File: config.mk
export PLATFORM = sky130hd
export DESIGN_NAME = base64_crc8_line_deframer_core
export DESIGN_NICKNAME = d
export VERILOG_FILES = /design/src/design/b64d_pkg.sv /design/src/design/b64d_front.sv /design/src/design/b64d_fifo.sv /design/src/design/b64d_back.sv /design/src/design/base64_crc8_line_deframer_core.sv
export SDC_FILE = /design/constraint.sdc
export NUM_CORES = 1
export LEC_CHECK = 0
export BUFFER_PORTS_ARGS = -buffer_cell sky130_fd_sc_hd__buf_2
export CORE_UTILIZATION = 45
export CTS_CLUSTER_SIZE = 40
export DETAILED_ROUTE_END_ITERATION = 6
export HOLD_SLACK_MARGIN = 0.05
export SLEW_MARGIN = 25
export SYNTH_ARGS = -nofsm -noshare
export SYNTH_HDL_FRONTEND = slang
export SYNTH_SLANG_ARGS = --single-unit
File: constraint.sdc
create_clock -name i_clk -period 10.8 [get_ports i_clk]
set_input_delay 1.08 -clock i_clk [delete_from_list [all_inputs] [get_ports i_clk]]
set_output_delay 1.08 -clock i_clk [all_outputs]
set_load 0.005 [all_outputs]
File: src/design/b64d_pkg.sv
// Shared types, codes and helper functions of the base64 line deframer.
// No dependencies; imported by every module of the block.
`default_nettype none

package b64d_pkg;

    localparam int DEF_LINE_MAX      = 256;
    localparam int DEF_PAYLOAD_BYTES = 24;
    localparam int NUM_WORDS         = 6;
    localparam int WORD_BYTES        = NUM_WORDS * 4;
    localparam int FIFO_DEPTH        = 4;
    localparam int CNT_MAX           = 255;

    localparam logic [7:0] NL_CHAR  = 8'h0A;
    localparam logic [7:0] CRC_POLY = 8'hD5;

    localparam logic [1:0] TOK_SEXTET = 2'd0;
    localparam logic [1:0] TOK_NL     = 2'd1;
    localparam logic [1:0] TOK_DROP   = 2'd2;

    localparam logic [1:0] ST_GOOD      = 2'd0;
    localparam logic [1:0] ST_MISMATCH  = 2'd1;
    localparam logic [1:0] ST_TOO_SHORT = 2'd2;

    typedef struct packed {
        logic [1:0] kind;
        logic [5:0] sextet;
    } t_tok;

    typedef struct packed {
        logic       ok;
        logic [5:0] val;
    } t_sextet;

    function automatic t_sextet sextet_of(input logic [7:0] c);
        t_sextet r;
        r.ok  = 1'b1;
        r.val = '0;
        if (c >= 8'h41 && c <= 8'h5A) begin
            r.val = 6'(c - 8'h41);
        end else if (c >= 8'h61 && c <= 8'h7A) begin
            r.val = 6'(c - 8'h61 + 8'd26);
        end else if (c >= 8'h30 && c <= 8'h39) begin
            r.val = 6'(c - 8'h30 + 8'd52);
        end else if (c == 8'h2B) begin
            r.val = 6'd62;
        end else if (c == 8'h2F) begin
            r.val = 6'd63;
        end else begin
            r.ok = 1'b0;
        end
        return r;
    endfunction

    function automatic logic [7:0] crc8_byte(input logic [7:0] crc, input logic [7:0] b);
        logic [7:0] v;
        v = crc ^ b;
        for (int i = 0; i < 8; i++) begin
            if (v[7]) begin
                v = {v[6:0], 1'b0} ^ CRC_POLY;
            end else begin
                v = {v[6:0], 1'b0};
            end
        end
        return v;
    endfunction

endpackage

`default_nettype wire

File: src/design/b64d_front.sv
// Front end: accepts characters, maps base64 sextets, tracks line length.
// Depends on b64d_pkg; feeds tokens into b64d_fifo.
`default_nettype none

module b64d_front #(
    parameter int LINE_MAX = b64d_pkg::DEF_LINE_MAX
) (
    input  wire              i_clk,
    input  wire              i_rst_n,
    input  wire              i_valid,
    input  wire [7:0]        i_char_in,
    input  wire              i_full,
    output logic             o_stall,
    output logic             o_push,
    output b64d_pkg::t_tok   o_tok
);
    import b64d_pkg::*;

    localparam int LC_W = $clog2(LINE_MAX);

    logic [LC_W-1:0] r_line_count, n_line_count;
    logic            r_stopped, n_stopped;
    logic            accept;
    t_sextet         sx;

    assign o_stall = i_full;
    assign accept  = i_valid && !i_full;
    assign sx      = sextet_of(i_char_in);

    always_comb begin
        n_line_count = r_line_count;
        n_stopped    = r_stopped;
        o_push       = 1'b0;
        o_tok.kind   = TOK_SEXTET;
        o_tok.sextet = sx.val;
        if (accept) begin
            if (i_char_in == NL_CHAR) begin
                o_push       = 1'b1;
                o_tok.kind   = TOK_NL;
                n_line_count = '0;
                n_stopped    = 1'b0;
            end else if (r_line_count == LC_W'(LINE_MAX - 1)) begin
                o_push       = 1'b1;
                o_tok.kind   = TOK_DROP;
                n_line_count = '0;
                n_stopped    = 1'b0;
            end else begin
                n_line_count = r_line_count + 1'b1;
                if (!r_stopped) begin
                    if (sx.ok) begin
                        o_push = 1'b1;
                    end else begin
                        n_stopped = 1'b1;
                    end
                end
            end
        end
    end

    always_ff @(posedge i_clk) begin
        if (!i_rst_n) begin
            r_line_count <= '0;
            r_stopped    <= 1'b0;
        end else begin
            r_line_count <= n_line_count;
            r_stopped    <= n_stopped;
        end
    end

endmodule

`default_nettype wire

File: src/design/b64d_fifo.sv
// Short token queue between front end and back end.
// Depends on b64d_pkg for the token type and depth.
`default_nettype none

module b64d_fifo (
    input  wire             i_clk,
    input  wire             i_rst_n,
    input  wire             i_push,
    input  b64d_pkg::t_tok  i_tok,
    input  wire             i_pop,
    output logic            o_full,
    output logic            o_valid,
    output b64d_pkg::t_tok  o_tok
);
    import b64d_pkg::*;

    localparam int PTR_W = $clog2(FIFO_DEPTH);
    localparam int CNT_W = $clog2(FIFO_DEPTH + 1);

    t_tok             r_mem [FIFO_DEPTH];
    logic [PTR_W-1:0] r_wr_ptr;
    logic [PTR_W-1:0] r_rd_ptr;
    logic [CNT_W-1:0] r_count;

    assign o_full  = (r_count == CNT_W'(FIFO_DEPTH));
    assign o_valid = (r_count != '0);
    assign o_tok   = r_mem[r_rd_ptr];

    always_ff @(posedge i_clk) begin
        if (i_push) begin
            r_mem[r_wr_ptr] <= i_tok;
        end
    end

    always_ff @(posedge i_clk) begin
        if (!i_rst_n) begin
            r_wr_ptr <= '0;
            r_rd_ptr <= '0;
            r_count  <= '0;
        end else begin
            if (i_push) begin
                r_wr_ptr <= r_wr_ptr + 1'b1;
            end
            if (i_pop) begin
                r_rd_ptr <= r_rd_ptr + 1'b1;
            end
            case ({i_push, i_pop})
                2'b10:   r_count <= r_count + 1'b1;
                2'b01:   r_count <= r_count - 1'b1;
                default: r_count <= r_count;
            endcase
        end
    end

endmodule

`default_nettype wire

File: src/design/b64d_back.sv
// Back end: assembles base64 groups into bytes, runs CRC-8, keeps the payload
// bytes and builds the status result. Depends on b64d_pkg.
`default_nettype none

module b64d_back #(
    parameter int PAYLOAD_BYTES = b64d_pkg::DEF_PAYLOAD_BYTES
) (
    input  wire             i_clk,
    input  wire             i_rst_n,
    input  wire             i_tok_valid,
    input  b64d_pkg::t_tok  i_tok,
    output logic            o_tok_pop,
    input  wire             i_stall,
    output logic            o_valid,
    output logic [1:0]      o_status,
    output logic [31:0]     o_accel_x,
    output logic [31:0]     o_accel_y,
    output logic [31:0]     o_accel_z,
    output logic [31:0]     o_gyro_x,
    output logic [31:0]     o_gyro_y,
    output logic [31:0]     o_gyro_z
);
    import b64d_pkg::*;

    logic [17:0] r_acc, n_acc;
    logic [1:0]  r_gpos, n_gpos;
    logic [7:0]  r_count, n_count;
    logic [7:0]  r_crc, n_crc;
    logic [7:0]  r_held, n_held;
    logic [7:0]  r_store [PAYLOAD_BYTES];
    logic [7:0]  n_store [PAYLOAD_BYTES];
    logic [7:0]  pad [WORD_BYTES];

    logic        out_free;
    logic        proc;
    logic        is_nl;
    logic        do_clear;
    logic [1:0]  n_bytes;
    logic [7:0]  bytes [3];
    logic [8:0]  idx [3];
    logic        wr [3];

    logic        r_out_valid;
    logic [1:0]  r_status;
    logic [31:0] r_words [NUM_WORDS];
    logic [1:0]  res_status;

    assign out_free  = !r_out_valid || !i_stall;
    assign is_nl     = (i_tok.kind == TOK_NL);
    assign o_tok_pop = i_tok_valid && (!is_nl || out_free);
    assign proc      = o_tok_pop;

    always_comb begin
        logic [7:0] crc;
        logic [7:0] held;
        logic [7:0] cnt;
        n_acc    = r_acc;
        n_gpos   = r_gpos;
        do_clear = 1'b0;
        n_bytes  = 2'd0;
        bytes[0] = '0;
        bytes[1] = '0;
        bytes[2] = '0;
        if (proc) begin
            unique case (i_tok.kind)
                TOK_SEXTET: begin
                    if (r_gpos == 2'd3) begin
                        bytes[0] = r_acc[17:10];
                        bytes[1] = r_acc[9:2];
                        bytes[2] = {r_acc[1:0], i_tok.sextet};
                        n_bytes  = 2'd3;
                        n_acc    = '0;
                        n_gpos   = '0;
                    end else begin
                        n_acc  = {r_acc[11:0], i_tok.sextet};
                        n_gpos = r_gpos + 1'b1;
                    end
                end
                TOK_NL: begin
                    do_clear = 1'b1;
                    if (r_gpos == 2'd2) begin
                        bytes[0] = r_acc[11:4];
                        n_bytes  = 2'd1;
                    end else if (r_gpos == 2'd3) begin
                        bytes[0] = r_acc[17:10];
                        bytes[1] = r_acc[9:2];
                        n_bytes  = 2'd2;
                    end
                end
                default: begin
                    do_clear = 1'b1;
                end
            endcase
        end

        crc  = r_crc;
        held = r_held;
        cnt  = r_count;
        for (int j = 0; j < 3; j++) begin
            idx[j] = {1'b0, cnt};
            wr[j]  = (2'(j) < n_bytes) && ({1'b0, cnt} < 9'(PAYLOAD_BYTES));
            if (2'(j) < n_bytes) begin
                if (cnt != '0) begin
                    crc = crc8_byte(crc, held);
                end
                held = bytes[j];
                if (cnt != 8'(CNT_MAX)) begin
                    cnt = cnt + 1'b1;
                end
            end
        end
        n_crc   = crc;
        n_held  = held;
        n_count = cnt;

        for (int i = 0; i < PAYLOAD_BYTES; i++) begin
            n_store[i] = r_store[i];
            for (int j = 0; j < 3; j++) begin
                if (wr[j] && idx[j] == 9'(i)) begin
                    n_store[i] = bytes[j];
                end
            end
        end

        if ({1'b0, n_count} < 9'(PAYLOAD_BYTES + 1)) begin
            res_status = ST_TOO_SHORT;
        end else if (n_crc != n_held) begin
            res_status = ST_MISMATCH;
        end else begin
            res_status = ST_GOOD;
        end
    end

    for (genvar g = 0; g < WORD_BYTES; g++) begin : g_pad
        if (g < PAYLOAD_BYTES) begin : g_in
            assign pad[g] = n_store[g];
        end else begin : g_out
            assign pad[g] = '0;
        end
    end

    always_ff @(posedge i_clk) begin
        for (int i = 0; i < PAYLOAD_BYTES; i++) begin
            r_store[i] <= n_store[i];
        end
        if (proc && is_nl) begin
            r_status <= res_status;
            for (int k = 0; k < NUM_WORDS; k++) begin
                if (res_status == ST_GOOD) begin
                    r_words[k] <= {pad[4*k], pad[4*k+1], pad[4*k+2], pad[4*k+3]};
                end else begin
                    r_words[k] <= '0;
                end
            end
        end
    end

    always_ff @(posedge i_clk) begin
        if (!i_rst_n) begin
            r_acc       <= '0;
            r_gpos      <= '0;
            r_count     <= '0;
            r_crc       <= '0;
            r_held      <= '0;
            r_out_valid <= 1'b0;
        end else begin
            if (do_clear) begin
                r_acc   <= '0;
                r_gpos  <= '0;
                r_count <= '0;
                r_crc   <= '0;
                r_held  <= '0;
            end else begin
                r_acc   <= n_acc;
                r_gpos  <= n_gpos;
                r_count <= n_count;
                r_crc   <= n_crc;
                r_held  <= n_held;
            end
            if (proc && is_nl) begin
                r_out_valid <= 1'b1;
            end else if (!i_stall) begin
                r_out_valid <= 1'b0;
            end
        end
    end

    assign o_valid   = r_out_valid;
    assign o_status  = r_status;
    assign o_accel_x = r_words[0];
    assign o_accel_y = r_words[1];
    assign o_accel_z = r_words[2];
    assign o_gyro_x  = r_words[3];
    assign o_gyro_y  = r_words[4];
    assign o_gyro_z  = r_words[5];

`ifndef SYNTHESIS
    a_pop_needs_tok: assert property (@(posedge i_clk) disable iff (!i_rst_n)
        o_tok_pop |-> i_tok_valid)
        else $error("token popped from empty queue");

    a_nl_not_blocked: assert property (@(posedge i_clk) disable iff (!i_rst_n)
        (o_tok_pop && i_tok.kind == TOK_NL) |-> !(r_out_valid && i_stall))
        else $error("newline consumed while result register is held");

    a_line_cleared: assert property (@(posedge i_clk) disable iff (!i_rst_n)
        (o_tok_pop && (i_tok.kind == TOK_NL || i_tok.kind == TOK_DROP))
        |=> (r_gpos == '0 && r_count == '0 && r_crc == '0))
        else $error("line state not cleared after line end");

    a_result_after_nl: assert property (@(posedge i_clk) disable iff (!i_rst_n)
        (r_out_valid && !$past(r_out_valid)) |-> $past(o_tok_pop && is_nl))
        else $error("result appeared without a newline");
`endif

endmodule

`default_nettype wire

File: src/design/base64_crc8_line_deframer_core.sv
// Top level of the base64 line deframer with CRC-8 (poly 0xD5) check.
// Depends on b64d_pkg, b64d_front, b64d_fifo and b64d_back.
//
// One character is accepted per clock cycle unless the queue is full. The
// front end classifies each character and pushes sextet, newline or line-drop
// tokens into a 4-entry queue; the back end retires one token per cycle unless
// a newline is held back, decoding a full group of four sextets into three
// bytes with the CRC and payload store updated in the same cycle. A newline's
// status and six payload words are loaded into the output register when its
// token leaves the queue, so a newline passes the queue register and then the
// output register. The only throughput limit is the output register: a newline
// token waits in the queue while a previous result is held by i_stall
// backpressure, and input stalls once the queue fills.
`default_nettype none

module base64_crc8_line_deframer_core #(
    parameter int LINE_MAX      = b64d_pkg::DEF_LINE_MAX,
    parameter int PAYLOAD_BYTES = b64d_pkg::DEF_PAYLOAD_BYTES
) (
    input  wire         i_clk,
    input  wire         i_rst_n,
    input  wire         i_valid,
    output logic        o_stall,
    input  wire [7:0]   i_char_in,
    output logic        o_valid,
    input  wire         i_stall,
    output logic [1:0]  o_status,
    output logic [31:0] o_accel_x,
    output logic [31:0] o_accel_y,
    output logic [31:0] o_accel_z,
    output logic [31:0] o_gyro_x,
    output logic [31:0] o_gyro_y,
    output logic [31:0] o_gyro_z
);
    import b64d_pkg::*;

    logic push;
    logic full;
    logic q_valid;
    logic pop;
    t_tok in_tok;
    t_tok q_tok;

    b64d_front #(
        .LINE_MAX (LINE_MAX)
    ) u_front (
        .i_clk     (i_clk),
        .i_rst_n   (i_rst_n),
        .i_valid   (i_valid),
        .i_char_in (i_char_in),
        .i_full    (full),
        .o_stall   (o_stall),
        .o_push    (push),
        .o_tok     (in_tok)
    );

    b64d_fifo u_fifo (
        .i_clk   (i_clk),
        .i_rst_n (i_rst_n),
        .i_push  (push),
        .i_tok   (in_tok),
        .i_pop   (pop),
        .o_full  (full),
        .o_valid (q_valid),
        .o_tok   (q_tok)
    );

    b64d_back #(
        .PAYLOAD_BYTES (PAYLOAD_BYTES)
    ) u_back (
        .i_clk       (i_clk),
        .i_rst_n     (i_rst_n),
        .i_tok_valid (q_valid),
        .i_tok       (q_tok),
        .o_tok_pop   (pop),
        .i_stall     (i_stall),
        .o_valid     (o_valid),
        .o_status    (o_status),
        .o_accel_x   (o_accel_x),
        .o_accel_y   (o_accel_y),
        .o_accel_z   (o_accel_z),
        .o_gyro_x    (o_gyro_x),
        .o_gyro_y    (o_gyro_y),
        .o_gyro_z    (o_gyro_z)
    );

endmodule

`default_nettype wire

; Word level (Yosys, flattened, before mapping)
; Memory sizes are Yosys's and may differ from the RTL's. A register that Yosys moved wholly into a read port is not among the register bits.
; Cells that the tools add are included.
[totals]
in_bits = 12
n_memories = 3
ff_bits = 63
elab_cells = 473
out_inout_bits = 196
ramBits = 416
[op_classes]
bitwise_logic = 34
n_addsub = 14
n_lt_le_gt_ge = 13
mux = 214
reduce_logical = 99
eq_ne = 84
[mem_list]
columns = name, depth, width, read_ports, rd_ports_with_merged_regs, wr, line_no
row1 = u_back.r_store, 24, 8, 24, 0, 24, b64d_back.sv:30  ; logic [7:0] r_store [PAYLOAD_BYTES];
row2 = u_back.r_words, 6, 32, 6, 0, 6, b64d_back.sv:45  ; logic [31:0] r_words [NUM_WORDS];
row3 = u_fifo.r_mem, 4, 8, 1, 1, 1, b64d_fifo.sv:20  ; t_tok r_mem [FIFO_DEPTH];
[ops]
columns = operator, n
row1 = $mux 8, 158
row2 = $eq 8x4->1 const B, 25
row3 = $eq 8x5->1 const B, 24
row4 = $mux 32, 6
row5 = $not 5->5, 24
row6 = $eq 8x3->1 const B, 12
row7 = $logic_and 1x1->1, 81
row8 = $eq 8x2->1 const B, 6
row9 = $mux 24, 2
row10 = $add 8x1->8 const B, 4
row11 = $lt 8x5->1 const B, 4
row12 = $pmux 16 s2, 1
row13 = $mux 6, 5
row14 = $mux 1, 27
row15 = $eq 8x1->1 const B, 3
row16 = $logic_not 8->1, 3
row17 = $ne 8x8->1 const B, 3
row18 = $reduce_bool 8->1, 3
row19 = $xor 8x8->8, 3
row20 = $mux 2, 11
row21 = $mux 18, 1
row22 = $eq 8x6->1 const B, 2
row23 = $ge 8x7->1 const B, 2
row24 = $le 8x7->1 const B, 2
row25 = 29 further kinds, 46

; Longest topological paths before layout
[depth]
word_depth = 109
ltp_mapped = 28
ltp_nobuf = 25

; By module
; From an unflattened synthesis, not the netlist that was laid out.
[hier_totals]
cells_unflattened = 3161
hier_area_um2 = 27257.4
[by_module_without_submodules]
columns = module, instances, seq_area_each_um2, area_each_um2, cells_per_inst
row1 = b64d_back, 1, 10249.8, 24632.4, 2935
row2 = b64d_fifo, 1, 1141.1, 1609.0, 88
row3 = b64d_front, 1, 180.2, 1016.0, 138

; Worst setup path before layout
; OpenSTA, ideal clock, no wires.
[synth_path]
path_kind = reg-to-reg
startpoint = register (tool-made name)
endpoint = register u_back.r_status[0], in the netlist u_back.o_status[0], enable pin
n_path_buf = 5
period_less_slack_ns = 7.441
arrival_time_ns = 6.852
path_stages_with_launch = 11
setup_slack_ns = 3.359
t_required_ns = 10.211
setup_ns = 0.589
path_cell_list = dfxtp_1 > buf_6 > mux4_2 > buf_2 > or2_1 > buf_2 > a21oi_2 > nand2_1 > clkinv_1 > clkbuf_1 > buf_1
[synth_lines]
columns = item, line_no
row1 = end signal: assignment, b64d_back.sv:147  ; r_status <= res_status;
row2 = end: declaration, b64d_back.sv:44  ; logic [1:0] r_status;

==> reports/results.tsv <==
metric	value	unit
run_status	complete, no violations	
crit_type	register to register	
drt_iter0_markers	2060	
ys_seq_area_share	45.44	%
start_util	45.86	%
clk_path_buf_depth	3	
antenna_found_initial	0	
port_buffers	207	
wl	81820	um
critPathSlowestCell	o41ai_4	
rows	86	
pin_count	208	
p_leak	0.01016	uW
final.setup.tns	0	ns
syn_nets	2733	
busiest_layer	met2	
htree_levels	2	
drv_cap	0	
grt.total_usage	27.74	%
drive_above_1_share	15.32	%
cts_buffers	52	
crit_arrival	8.19	ns
cpPeakStageDelay	0.93	ns
groute.layer.met3.usage	4.202	%
slew_viol_final	0	
tightest_slew	1.149	ns
overflow	0	
area_growth	11.72	%
syn_area	25460	sq um
cts_tree	yes	
path_max_fanout	68	
cp.required	11.11	ns
die-width	239.9	um
wl_per_cell	23.02	um
synthArstFlopShare	0	%
hold_path_class	register to register	
grt_max_degree	114	
routed_via_density	6.010	
report.power.total	4612	uW
cts_resized	0	
reg2reg_setup_slack	2.92	ns
fmax	126.8	MHz
nNetsFinal	2804	
rsz0062_at_grt	no	
vias	21360	
synth_edf_count	194	
hold_viol_final	0	
critical_path.cell_chain	mux4_2 > mux2_2 > nor2_2 > o21ai_0 > inv_1 > ha_1 > inv_1 > o41ai_4 > or3_1 > nor2_1 > o41ai_2 > nand4_2 > xnor3_1 > mux2_2 > a31oi_1 > a2111oi_4 > nand4b_1 > buf_4 > buf_4 > a21boi_1	
slew_headroom	23.19	%
ys_ff_latch	481	
critPathCaptureType	register	
diodes	0	
dieHeight	239.9	um
p_per_area	162.1	nW/um^2
cts_num_sinks	481	
syn_avg_cell_area	9.462	sq um
peakVddDrop	0.1141	mV
grt_pass1_vias	19670	
period_needed	7.884	ns
drtAntennaViolNets	0	
stdcell_count	3554	
yosysWarnings	0	
dpl.cell_count	3456	
cts_setup_buffers	0	
use_met2	44.54	%
skew	0.02594	ns
clkTransAtPathRegs	0.06	ns
dpl.hpwl	53410	um
grt_pass1_wl	120900	um
min_period_over_period	73.00	%
synth.distinct_cells	92	
cts_root_buf	clkbuf_16	
setup_viol	0	
netlist_instances	2691	
clk_latency	0.61	ns
core_area	55520	sq um
first_pass_iters	6	
cp-start-kind	register	
layout_setup_ws	2.916	ns
cts_hold_buf	0	
ys.flop_type	dfxtp_1	
pre_cts_ws	2.985	ns
place_congestion	0.9728	
met1_usage	36.94	%
drc_errors	0	
die-area	57540	sq um
placed cells by master, fill, tap and decap left out, drive strengths merged, types with 16 or more instances in the layout:
cell    count
a21oi      57
xor2       35
mux2       16
dfxtp     287
inv        78
o21a       37
and2       40
nand3      48
ha         29
xnor2      69
nor3       24
mux2i      39
edfxtp    194
buf       241
nor2b      16
clkinv     23
nand2     446
o31ai      36
a21boi    161
clkbuf     67
nor2      111
o21ai     271
o211ai    288
logic make-up after synthesis:
group	Yosys count	synth area share, %
adders and majority gates	30	1.504
DFF	481	45.44
buffers and inverters	300	5.130
AOI/OAI and AO/OA	940	26.73
muxes	63	2.997
and+or+nand+nor	759	13.07
xor gates and xnor gates	118	5.135
sequential cells by signal, summed over array words and instances, names as in the netlist, named ones only:
name	count
u_back.r_store	192
u_back.r_words	192
u_fifo.r_mem	32
u_back.r_acc	18
u_back.r_count	8
u_back.r_crc	8
u_back.r_held	8
u_front.r_line_count	8
u_fifo.r_count	3
u_back.o_status	2
u_back.r_gpos	2
u_fifo.r_rd_ptr	2
u_fifo.r_wr_ptr	2
u_back.o_valid	1
u_front.r_stopped	1
report_power, final:
part           leakage [uW]  switching, uW  internal (uW)
clock network      0.000837            771           1000
registers           0.00417           69.8           2070
logic               0.00515            484            215
cell usage after synthesis (15+ instances only):
cell,count,area [sq um]
nand2_1,445,1670
o211ai_1,288,2162
dfxtp_1,287,5746
o21ai_0,262,1311
edfxtp_1,194,5826
clkbuf_1,189,709.4
a21boi_1,160,1201
nor2_1,109,409.1
inv_1,74,277.8
xnor2_1,64,560.5
a21oi_1,55,275.3
nand3_1,48,240.2
mux2i_1,38,380.4
o21a_1,37,277.8
xor2_1,34,297.8
and2_1,33,206.5
o31ai_4,30,638.1
ha_1,29,362.9
nor3_1,23,115.1
buf_6,17,191.4
mux2_2,16,180.2
nor2b_1,16,100.1
a211oi_1,15,112.6
critical path: cells and delay by family, from the launching register on:
family | cells | cell delay (ns)
AO/OA/AOI/OAI | 6 | 2.17
multiplexers | 3 | 1.55
adder cells (fa/ha/maj) | 1 | 0.21
AND/OR/NAND/NOR | 5 | 1.21
flip-flops | 1 | 0.67
XOR/XNOR | 1 | 0.51
buffers and inverters | 4 | 1.20
through the flow:
stage	hold WS (ns)	utilization, %	instance area (sq um)
final	0.4493	51.23	28450
after global routing	0.4881	51.23	28450
after CTS	0.4503	51.23	28450
after detailed placement	0.4420	48.17	26740
after global placement	0.4353	48.17	26740
after floorplan	0.4273	-	25460
layer usage:
layer / up-vias / wire (um)
li1: 9917 / -
met1: 10370 / 34300
met2: 904 / 37880
met3: 167 / 6041
met4: 0 / 3595
met5: - / 0
path summary, 6_finish.rpt:
kind | to | from | cells past startpoint
max | u_back.r_words[2][46]$_SDFFCE_PP0P_ | register | 20
min | u_back.r_acc[12]$_SDFFE_PP0P_ | u_back.r_acc[12]$_SDFFE_PP0P_ | 2
max reg2reg | u_back.r_words[2][46]$_SDFFCE_PP0P_ | register | 20
min reg2reg | u_back.r_acc[12]$_SDFFE_PP0P_ | u_back.r_acc[12]$_SDFFE_PP0P_ | 2
final cells by class:
class	instances	area, sq um
Clock buffer	67	1450
Clock inverter	31	252.7
Fill cell	5114	27080
Inverter	76	292.8
Multi-Input combinational cell	1910	12640
Sequential cell	481	11570
Tap cell	748	935.9
Timing Repair Buffer	241	1304
No activity file was read; power rests on OpenSTA's default activity.
